## config.mk

```make
export PLATFORM = sky130hd
export DESIGN_NAME = stable_min_priority_queue
export DESIGN_NICKNAME = d
export VERILOG_FILES = /design/src/rtl/spq_pkg.sv /design/src/rtl/spq_ram.sv /design/src/rtl/stable_min_priority_queue.sv
export SDC_FILE = /design/constraint.sdc
export NUM_CORES = 2
export LEC_CHECK = 0
export BUFFER_PORTS_ARGS = -buffer_cell sky130_fd_sc_hd__buf_4
export CORE_MARGIN = 2
export CORE_UTILIZATION = 40
export DETAILED_ROUTE_END_ITERATION = 7
export PLACE_DENSITY = 0.63
export SYNTH_ARGS = -nofsm -noshare
export SYNTH_HDL_FRONTEND = slang
export SYNTH_SLANG_ARGS = --single-unit
```

## constraint.sdc

```tcl
create_clock -name aclk -period 13.2 [get_ports aclk]
set_clock_uncertainty 0.05 [all_clocks]
set_input_delay 1.32 -clock aclk [delete_from_list [all_inputs] [get_ports aclk]]
set_output_delay 1.32 -clock aclk [all_outputs]
set_load 0.01 [all_outputs]
```

## src/rtl/spq_pkg.sv

```systemverilog
// Shared types, widths and codes for the stable minimum priority queue.
// Used by the queue top level, its entry RAM wiring and the port checker.
package spq_pkg;

    localparam int QUEUE_DEPTH   = 64;
    localparam int PRIORITY_BITS = 8;

    localparam int DATA_W    = 32;
    localparam int PRIO_IN_W = 8;
    localparam int STATUS_W  = 2;
    localparam int FILL_W    = 7;

    localparam int ADDR_W  = $clog2(QUEUE_DEPTH);
    localparam int CNT_W   = $clog2(QUEUE_DEPTH + 1);
    localparam int ENTRY_W = DATA_W + PRIORITY_BITS;

    localparam int IN_TDATA_W  = ((DATA_W + PRIO_IN_W + 7) / 8) * 8;
    localparam int OUT_FIELD_W = DATA_W + PRIO_IN_W + FILL_W;
    localparam int OUT_TDATA_W = ((OUT_FIELD_W + 7) / 8) * 8;
    localparam int OUT_PAD_W   = OUT_TDATA_W - OUT_FIELD_W;

    typedef logic [STATUS_W-1:0] status_t;

    localparam logic REQ_ENQ = 1'b0;
    localparam logic REQ_DEQ = 1'b1;

    localparam status_t ST_DONE  = 2'd0;
    localparam status_t ST_FULL  = 2'd1;
    localparam status_t ST_EMPTY = 2'd2;

endpackage

```

## src/rtl/spq_ram.sv

```systemverilog
// Generic simple dual-port RAM: one write port, one read port, registered read.
// No dependencies.
module spq_ram #(
    parameter int WIDTH = 8,
    parameter int DEPTH = 16
) (
    input  logic                     aclk,
    input  logic                     we,
    input  logic [$clog2(DEPTH)-1:0] waddr,
    input  logic [WIDTH-1:0]         wdata,
    input  logic                     re,
    input  logic [$clog2(DEPTH)-1:0] raddr,
    output logic [WIDTH-1:0]         rdata
);

    logic [WIDTH-1:0] mem [DEPTH];

    always_ff @(posedge aclk) begin
        if (we) begin
            mem[waddr] <= wdata;
        end
        if (re) begin
            rdata <= mem[raddr];
        end
    end

endmodule

```

## src/rtl/stable_min_priority_queue.sv

```systemverilog
// Stable minimum priority queue: entries held in insertion order in one RAM.
// An enqueue or an empty dequeue passes through S_RESULT to the output register, which raises
// m_axis_tvalid. A dequeue first scans all N entries for the oldest minimum at position k, then
// moves the entries behind k down by one: one RAM read per cycle for the scan,
// then one read and one write per cycle to close the gap. One request is in work at a time;
// s_axis_tready rises with m_axis_tvalid, so the next word can be taken while the result stalls.
module stable_min_priority_queue (
    input  logic                           aclk,
    input  logic                           aresetn,
    // Request channel.
    input  logic                           s_axis_tvalid,
    output logic                           s_axis_tready,
    // tdata, low bit up: item_data[31:0], item_priority[39:32].
    input  logic [spq_pkg::IN_TDATA_W-1:0] s_axis_tdata,
    // tuser: req_type (0 enqueue, 1 dequeue).
    input  logic                           s_axis_tuser,
    // Result channel.
    output logic                           m_axis_tvalid,
    input  logic                           m_axis_tready,
    // tdata, low bit up: out_data[31:0], out_priority[39:32], fill_level[46:40],
    // then zero padding.
    output logic [spq_pkg::OUT_TDATA_W-1:0] m_axis_tdata,
    // tuser: status (0 done, 1 full, 2 empty).
    output logic [spq_pkg::STATUS_W-1:0]    m_axis_tuser
);

    import spq_pkg::*;

    // Controller states.
    localparam logic [1:0] S_IDLE   = 2'd0;  // waiting for a request word
    localparam logic [1:0] S_SCAN   = 2'd1;  // reading every entry to find the minimum
    localparam logic [1:0] S_SHIFT  = 2'd2;  // moving later entries down by one
    localparam logic [1:0] S_RESULT = 2'd3;  // handing the result to the output register

    logic [1:0]               state_reg;
    logic [CNT_W-1:0]         count_reg;

    // Read sequencing: issue_reg is the next address to read; rvalid_reg and
    // ridx_reg track the word arriving from the RAM this cycle.
    logic [CNT_W-1:0]         issue_reg;
    logic                     rvalid_reg;
    logic [CNT_W-1:0]         ridx_reg;

    // Running minimum of the scan.
    logic [CNT_W-1:0]         best_idx_reg;
    logic [PRIORITY_BITS-1:0] best_prio_reg;
    logic [DATA_W-1:0]        best_data_reg;

    // Finished result waiting for the output register.
    logic [DATA_W-1:0]        res_data_reg;
    logic [PRIORITY_BITS-1:0] res_prio_reg;
    status_t                  res_status_reg;

    // Output register.
    logic                     m_valid_reg;
    logic [DATA_W-1:0]        out_data_reg;
    logic [PRIO_IN_W-1:0]     out_prio_reg;
    logic [FILL_W-1:0]        out_fill_reg;
    status_t                  out_status_reg;

    // RAM ports.
    logic                     ram_we;
    logic [ADDR_W-1:0]        ram_waddr;
    logic [ENTRY_W-1:0]       ram_wdata;
    logic                     ram_re;
    logic [ADDR_W-1:0]        ram_raddr;
    logic [ENTRY_W-1:0]       ram_rdata;

    logic                     s_accept;
    logic                     req_type;
    logic [DATA_W-1:0]        in_data;
    logic [PRIORITY_BITS-1:0] in_prio;
    logic                     not_full;
    logic [PRIORITY_BITS-1:0] rd_prio;
    logic [DATA_W-1:0]        rd_data;
    logic                     take;
    logic [CNT_W-1:0]         best_idx_next;
    logic [CNT_W-1:0]         last_idx;

    assign s_axis_tready = (state_reg == S_IDLE);
    assign s_accept      = s_axis_tvalid && s_axis_tready;

    assign req_type = s_axis_tuser;
    assign in_data  = s_axis_tdata[DATA_W-1:0];
    // The stored priority keeps only PRIORITY_BITS bits of the request field.
    assign in_prio  = PRIORITY_BITS'(s_axis_tdata[DATA_W +: PRIO_IN_W]);

    assign not_full = (count_reg < CNT_W'(QUEUE_DEPTH));
    assign last_idx = count_reg - CNT_W'(1);

    assign rd_prio = ram_rdata[DATA_W +: PRIORITY_BITS];
    assign rd_data = ram_rdata[DATA_W-1:0];

    // Strictly smaller wins, so among equal priorities the oldest entry stays chosen.
    assign take = rvalid_reg && ((ridx_reg == '0) || (rd_prio < best_prio_reg));
    assign best_idx_next = take ? ridx_reg : best_idx_reg;

    // Entry store: priority above data in each word.
    spq_ram #(
        .WIDTH (ENTRY_W),
        .DEPTH (QUEUE_DEPTH)
    ) u_entry_ram (
        .aclk  (aclk),
        .we    (ram_we),
        .waddr (ram_waddr),
        .wdata (ram_wdata),
        .re    (ram_re),
        .raddr (ram_raddr),
        .rdata (ram_rdata)
    );

    // RAM access. An enqueue writes straight at the tail. During the compaction
    // pass entry i+1 is read while the word read last cycle, entry i, goes to
    // entry i-1, so the write always trails the read and never collides.
    always_comb begin
        ram_we    = 1'b0;
        ram_waddr = '0;
        ram_wdata = '0;
        ram_re    = 1'b0;
        ram_raddr = '0;
        unique case (state_reg)
            S_IDLE: begin
                if (s_accept && (req_type == REQ_ENQ) && not_full) begin
                    ram_we    = 1'b1;
                    ram_waddr = ADDR_W'(count_reg);
                    ram_wdata = {in_prio, in_data};
                end
            end
            S_SCAN: begin
                if (issue_reg < count_reg) begin
                    ram_re    = 1'b1;
                    ram_raddr = ADDR_W'(issue_reg);
                end
            end
            S_SHIFT: begin
                if (issue_reg < count_reg) begin
                    ram_re    = 1'b1;
                    ram_raddr = ADDR_W'(issue_reg);
                end
                if (rvalid_reg) begin
                    ram_we    = 1'b1;
                    ram_waddr = ADDR_W'(ridx_reg - CNT_W'(1));
                    ram_wdata = ram_rdata;
                end
            end
            default: begin
            end
        endcase
    end

    // Datapath registers, no reset needed.
    always_ff @(posedge aclk) begin
        ridx_reg <= issue_reg;
        if (take) begin
            best_idx_reg  <= ridx_reg;
            best_prio_reg <= rd_prio;
            best_data_reg <= rd_data;
        end
    end

    // Control.
    always_ff @(posedge aclk) begin
        if (!aresetn) begin
            state_reg   <= S_IDLE;
            count_reg   <= '0;
            rvalid_reg  <= 1'b0;
            m_valid_reg <= 1'b0;
        end else begin
            rvalid_reg <= ram_re;
            // In S_RESULT the output register is reloaded below instead.
            if (m_valid_reg && m_axis_tready && (state_reg != S_RESULT)) begin
                m_valid_reg <= 1'b0;
            end

            unique case (state_reg)
                S_IDLE: begin
                    if (s_accept) begin
                        res_data_reg <= '0;
                        res_prio_reg <= '0;
                        if (req_type == REQ_ENQ) begin
                            if (not_full) begin
                                count_reg      <= count_reg + CNT_W'(1);
                                res_status_reg <= ST_DONE;
                            end else begin
                                res_status_reg <= ST_FULL;
                            end
                            state_reg <= S_RESULT;
                        end else if (count_reg == '0) begin
                            res_status_reg <= ST_EMPTY;
                            state_reg      <= S_RESULT;
                        end else begin
                            issue_reg <= '0;
                            state_reg <= S_SCAN;
                        end
                    end
                end
                S_SCAN: begin
                    if (ram_re) begin
                        issue_reg <= issue_reg + CNT_W'(1);
                    end
                    // Last entry compared: start moving the entries behind the winner.
                    if (rvalid_reg && (ridx_reg == last_idx)) begin
                        issue_reg <= best_idx_next + CNT_W'(1);
                        state_reg <= S_SHIFT;
                    end
                end
                S_SHIFT: begin
                    if (ram_re) begin
                        issue_reg <= issue_reg + CNT_W'(1);
                    end
                    if (!ram_re && !rvalid_reg) begin
                        count_reg      <= last_idx;
                        res_data_reg   <= best_data_reg;
                        res_prio_reg   <= best_prio_reg;
                        res_status_reg <= ST_DONE;
                        state_reg      <= S_RESULT;
                    end
                end
                S_RESULT: begin
                    if (!m_valid_reg || m_axis_tready) begin
                        m_valid_reg    <= 1'b1;
                        out_data_reg   <= res_data_reg;
                        out_prio_reg   <= PRIO_IN_W'(res_prio_reg);
                        out_fill_reg   <= FILL_W'(count_reg);
                        out_status_reg <= res_status_reg;
                        state_reg      <= S_IDLE;
                    end
                end
                default: begin
                    state_reg <= S_IDLE;
                end
            endcase
        end
    end

    assign m_axis_tvalid = m_valid_reg;
    assign m_axis_tdata  = {OUT_PAD_W'(0), out_fill_reg, out_prio_reg, out_data_reg};
    assign m_axis_tuser  = out_status_reg;

endmodule

```

==> flow_summary.ini <==
[grt]
first_pass_grt_wire_length_um = 477000
vias_in_the_first_global_route = 65400
globalRouteTotalUtil_pct = 23.6
grt_antenna_before_repair = 11
grt_overflow = 0
largest_net_degree_at_the_start_of_global_routing = 169

[clocking]
cts_inserted_buffers = 288
clock_tree_from_tritoncts = built
h-tree-depth = 5
clock-sinks = 2763
holdBufCountCts = 0
clk_root_buffer_cell = clkbuf_16
clkSlewWorstSetupHoldPaths_ps = 60
maximum_buffer_depth_of_the_clock_tree = 4
insertion_delay_ps = 940
post_cts.repair.setup_buffers = 0
post_cts_resize_count = 0

[finish]
largestRegisters = u_entry_ram.mem x2560, u_entry_ram.rdata x40
finalCoreUtilization_pct = 45.2
area_used_by_multi_input_combinational_logic_um2 = 24100
final_layout_size_suffix_gt1_share_pct = 11.7
finish.net_count = 7209
area_growth_syn_to_layout_pct = 12.4
mostFrequentLayoutCells = 2738 x edfxtp_1, 626 x nor2_1, 437 x o21ai_0
largest_register_ffs = 2560
filler_cell_count = 23200
final-seq-area_um2 = 82700
most_common_cell_after_layout_fill_and_taps_aside = edfxtp_1
largest-register = u_entry_ram.mem

[critical_path]
critPathMostFrequentCell = buf_4
cp_data_arrival_time_ps = 7110
crit_required_ps = 13870
crit_fanout = 113
path_delay_family = buffers and inverters
critical_path_buf_inv_count = 4
timing.setup.critical_path_class = reg2reg
critical-path-slowest-cell = buf_4
crit_path_start_kind = register
timing.critical_path.cells = ha_1, a211oi_1, o21ai_0, a21o_4, inv_16, buf_4, buf_4, buf_4, nand3_1, a21o_1, o2111ai_1, nand4_1, a2111oi_2
cp_slowest_stage_delay_ps = 820
critical_path_endpoint_category = register

[floorplan]
die_w_um = 525
num_rows = 191
overall_die_area_um2 = 276000
floorplan.initialDensity_pct = 40.2
design.core.area_um2 = 270000
die_y_um = 525
io_pins = 97

[yosys]
synth_top_cell_area_share_pct = 75.8
synth_top_cell_by_area = edfxtp_1
synthTopCellsByArea = edfxtp_1 76%, nor2_1 2.4%, a21o_1 2.1%
synth_seq_area_share_pct = 76.2
postSynth.topFlopCell = edfxtp_1
mapped_cells = 7160
syn_area_um2 = 109000
syn_avg_cell_area_um2 = 15.2
synth_edf_count = 2738
synth_warnings = 0
postSynth.asyncResetShare_pct = 0
synthDistinctLibCells = 63
ys_seq_elements = 2763
number_of_nets_produced_by_synthesis = 7228

[hold_path]
hp-class = reg2reg

[drt]
vias_per_cell = 6.26
dr.first_iter.drc_count = 10400
dr_total_vias = 68300
drc = 0
drtPass1Iterations = 6
wire_per_inst_um = 30.8
detail-route-antenna-nets = 0
postRouteWirelength_um = 336000

[timing]
min_period_ps = 6440
timing_hold_violations_final = 0
timing.final.crit_share_pct = 48.8
drv_slew = 0
timing_worst_slew_pin_value_ps = 1440
setup-tns-final_ps = 0
fmaxAchievable_mhz = 155
finalSetupViolations = 0
grt_setup_unrepaired = false
slew_limit_headroom_pct = 3.87

[pwr]
vdd.ir_drop.worst_mv = 0.162
power_density_nw_per_um2 = 191
static-leakage-power_nw = 38.6

[job]
maxCapViolations = 0

[place]
place_hpwl_um = 165000
numPortBuffers = 95
gp_congestion = 0.849

[run_status]
run_status = finished, final reports clean
==> metal layers <==
layer,wire length (µm),global-route usage [%],up-vias
li1,-,-,28400
met4,11400,8.31,4
met5,26,0,-
met1,128000,31.8,34700
met2,157000,37.7,4521
met3,39800,5.28,719
==> power by group <==
| group | total, mW | switching [mW] | internal (mW) |
|---|---|---|---|
| Sequential | 10.5 | 0.227 | 10.2 |
| Combinational | 5.21 | 3.98 | 1.23 |
| Clock | 7.64 | 3.25 | 4.39 |
==> synth_stat cells, drive strengths merged, types with 2 or more instances <==
cell / instances
edfxtp: 2738
nor2: 696
o21ai: 439
clkbuf: 406
nand3: 402
a21o: 305
a211oi: 299
nand2: 263
a21oi: 220
o22ai: 184
o221ai: 167
buf: 160
o2111ai: 151
a2111oi: 111
a22o: 81
mux2i: 80
mux2: 78
nor4: 76
nand4: 45
and2: 44
dfxtp: 25
ha: 23
inv: 23
o21a: 19
xnor2: 19
nor3: 14
xor2: 11
a21boi: 8
nand2b: 7
o31ai: 7
nor2b: 5
or3: 5
a211o: 4
a22oi: 4
and3: 4
clkinv: 4
o32ai: 4
or4: 4
nor3b: 3
o211ai: 3
o221a: 3
or2: 3
nand3b: 2
or4bb: 2
==> area by class of cell <==
type / instances / area share [%]
flip-flops and latches: 2763 / 67.8
clock buffers: 366 / 6.28
clock inverters: 112 / 0.749
repair buffers: 257 / 1.68
diodes: 6 / 0.0123
multi-input cells: 3804 / 19.7
well taps: 3570 / 3.66
inverters: 27 / 0.103
==> path summary, 6_finish.rpt <==
| path | startpoint | end | slack [ps] | cells past startpoint |
|---|---|---|---|---|
| worst max-delay path | issue_reg[4]$_DFFE_PP_ | u_entry_ram.rdata[35]$_DFFE_PP_ | 6760 | 13 |
| worst min-delay path | res_status_reg[0]$_SDFFCE_PP0P_ | m_axis_tuser[0]$_DFFE_PP_ | 360 | 0 |
| worst max register to register | issue_reg[4]$_DFFE_PP_ | u_entry_ram.rdata[35]$_DFFE_PP_ | 6760 | 13 |
| worst min register to register | res_status_reg[0]$_SDFFCE_PP0P_ | m_axis_tuser[0]$_DFFE_PP_ | 360 | 0 |
==> logic make-up (layout without fill, tap and decap cells) <==
kind of cell | Yosys count | count (layout) | synth area share, %
and+or+nand+nor | 1577 | 1577 | 6.43
muxes | 158 | 158 | 1.55
xor gates and xnor gates | 30 | 30 | 0.242
buffers and inverters | 593 | 762 | 2.26
DFF | 2763 | 2763 | 76.2
AOI/OAI and AO/OA | 2015 | 2015 | 13.0
adders and majority gates | 23 | 23 | 0.265
other | 1 | 7 | 0.00346
==> per-stage QoR <==
step / hold slack, ps / total power [mW] / std cells / worst slack [ps] / instance area [µm²]
floorplan: 344 / 13.6 / 7160 / 8490 / 109000
global placement: 353 / 15.6 / 10400 / 7050 / 113000
detailed placement: 355 / 15.7 / 10400 / 6930 / 113000
CTS: 369 / 23.2 / 10900 / 6980 / 122000
global route: 367 / 24.0 / 10900 / 6520 / 122000
finish: 360 / 23.3 / 10900 / 6760 / 122000
==> worst reg2reg max path, stage by stage (launching register included) <==
cell and delay [ps]:
edfxtp_1 720, ha_1 370, a211oi_1 220, o21ai_0 310
a21o_4 450, inv_16 500, buf_4 930, buf_4 760
buf_4 690, nand3_1 180, a21o_1 210, o2111ai_1 100
nand4_1 400, a2111oi_2 390
Note: power is estimated with default switching activity, not from simulation.
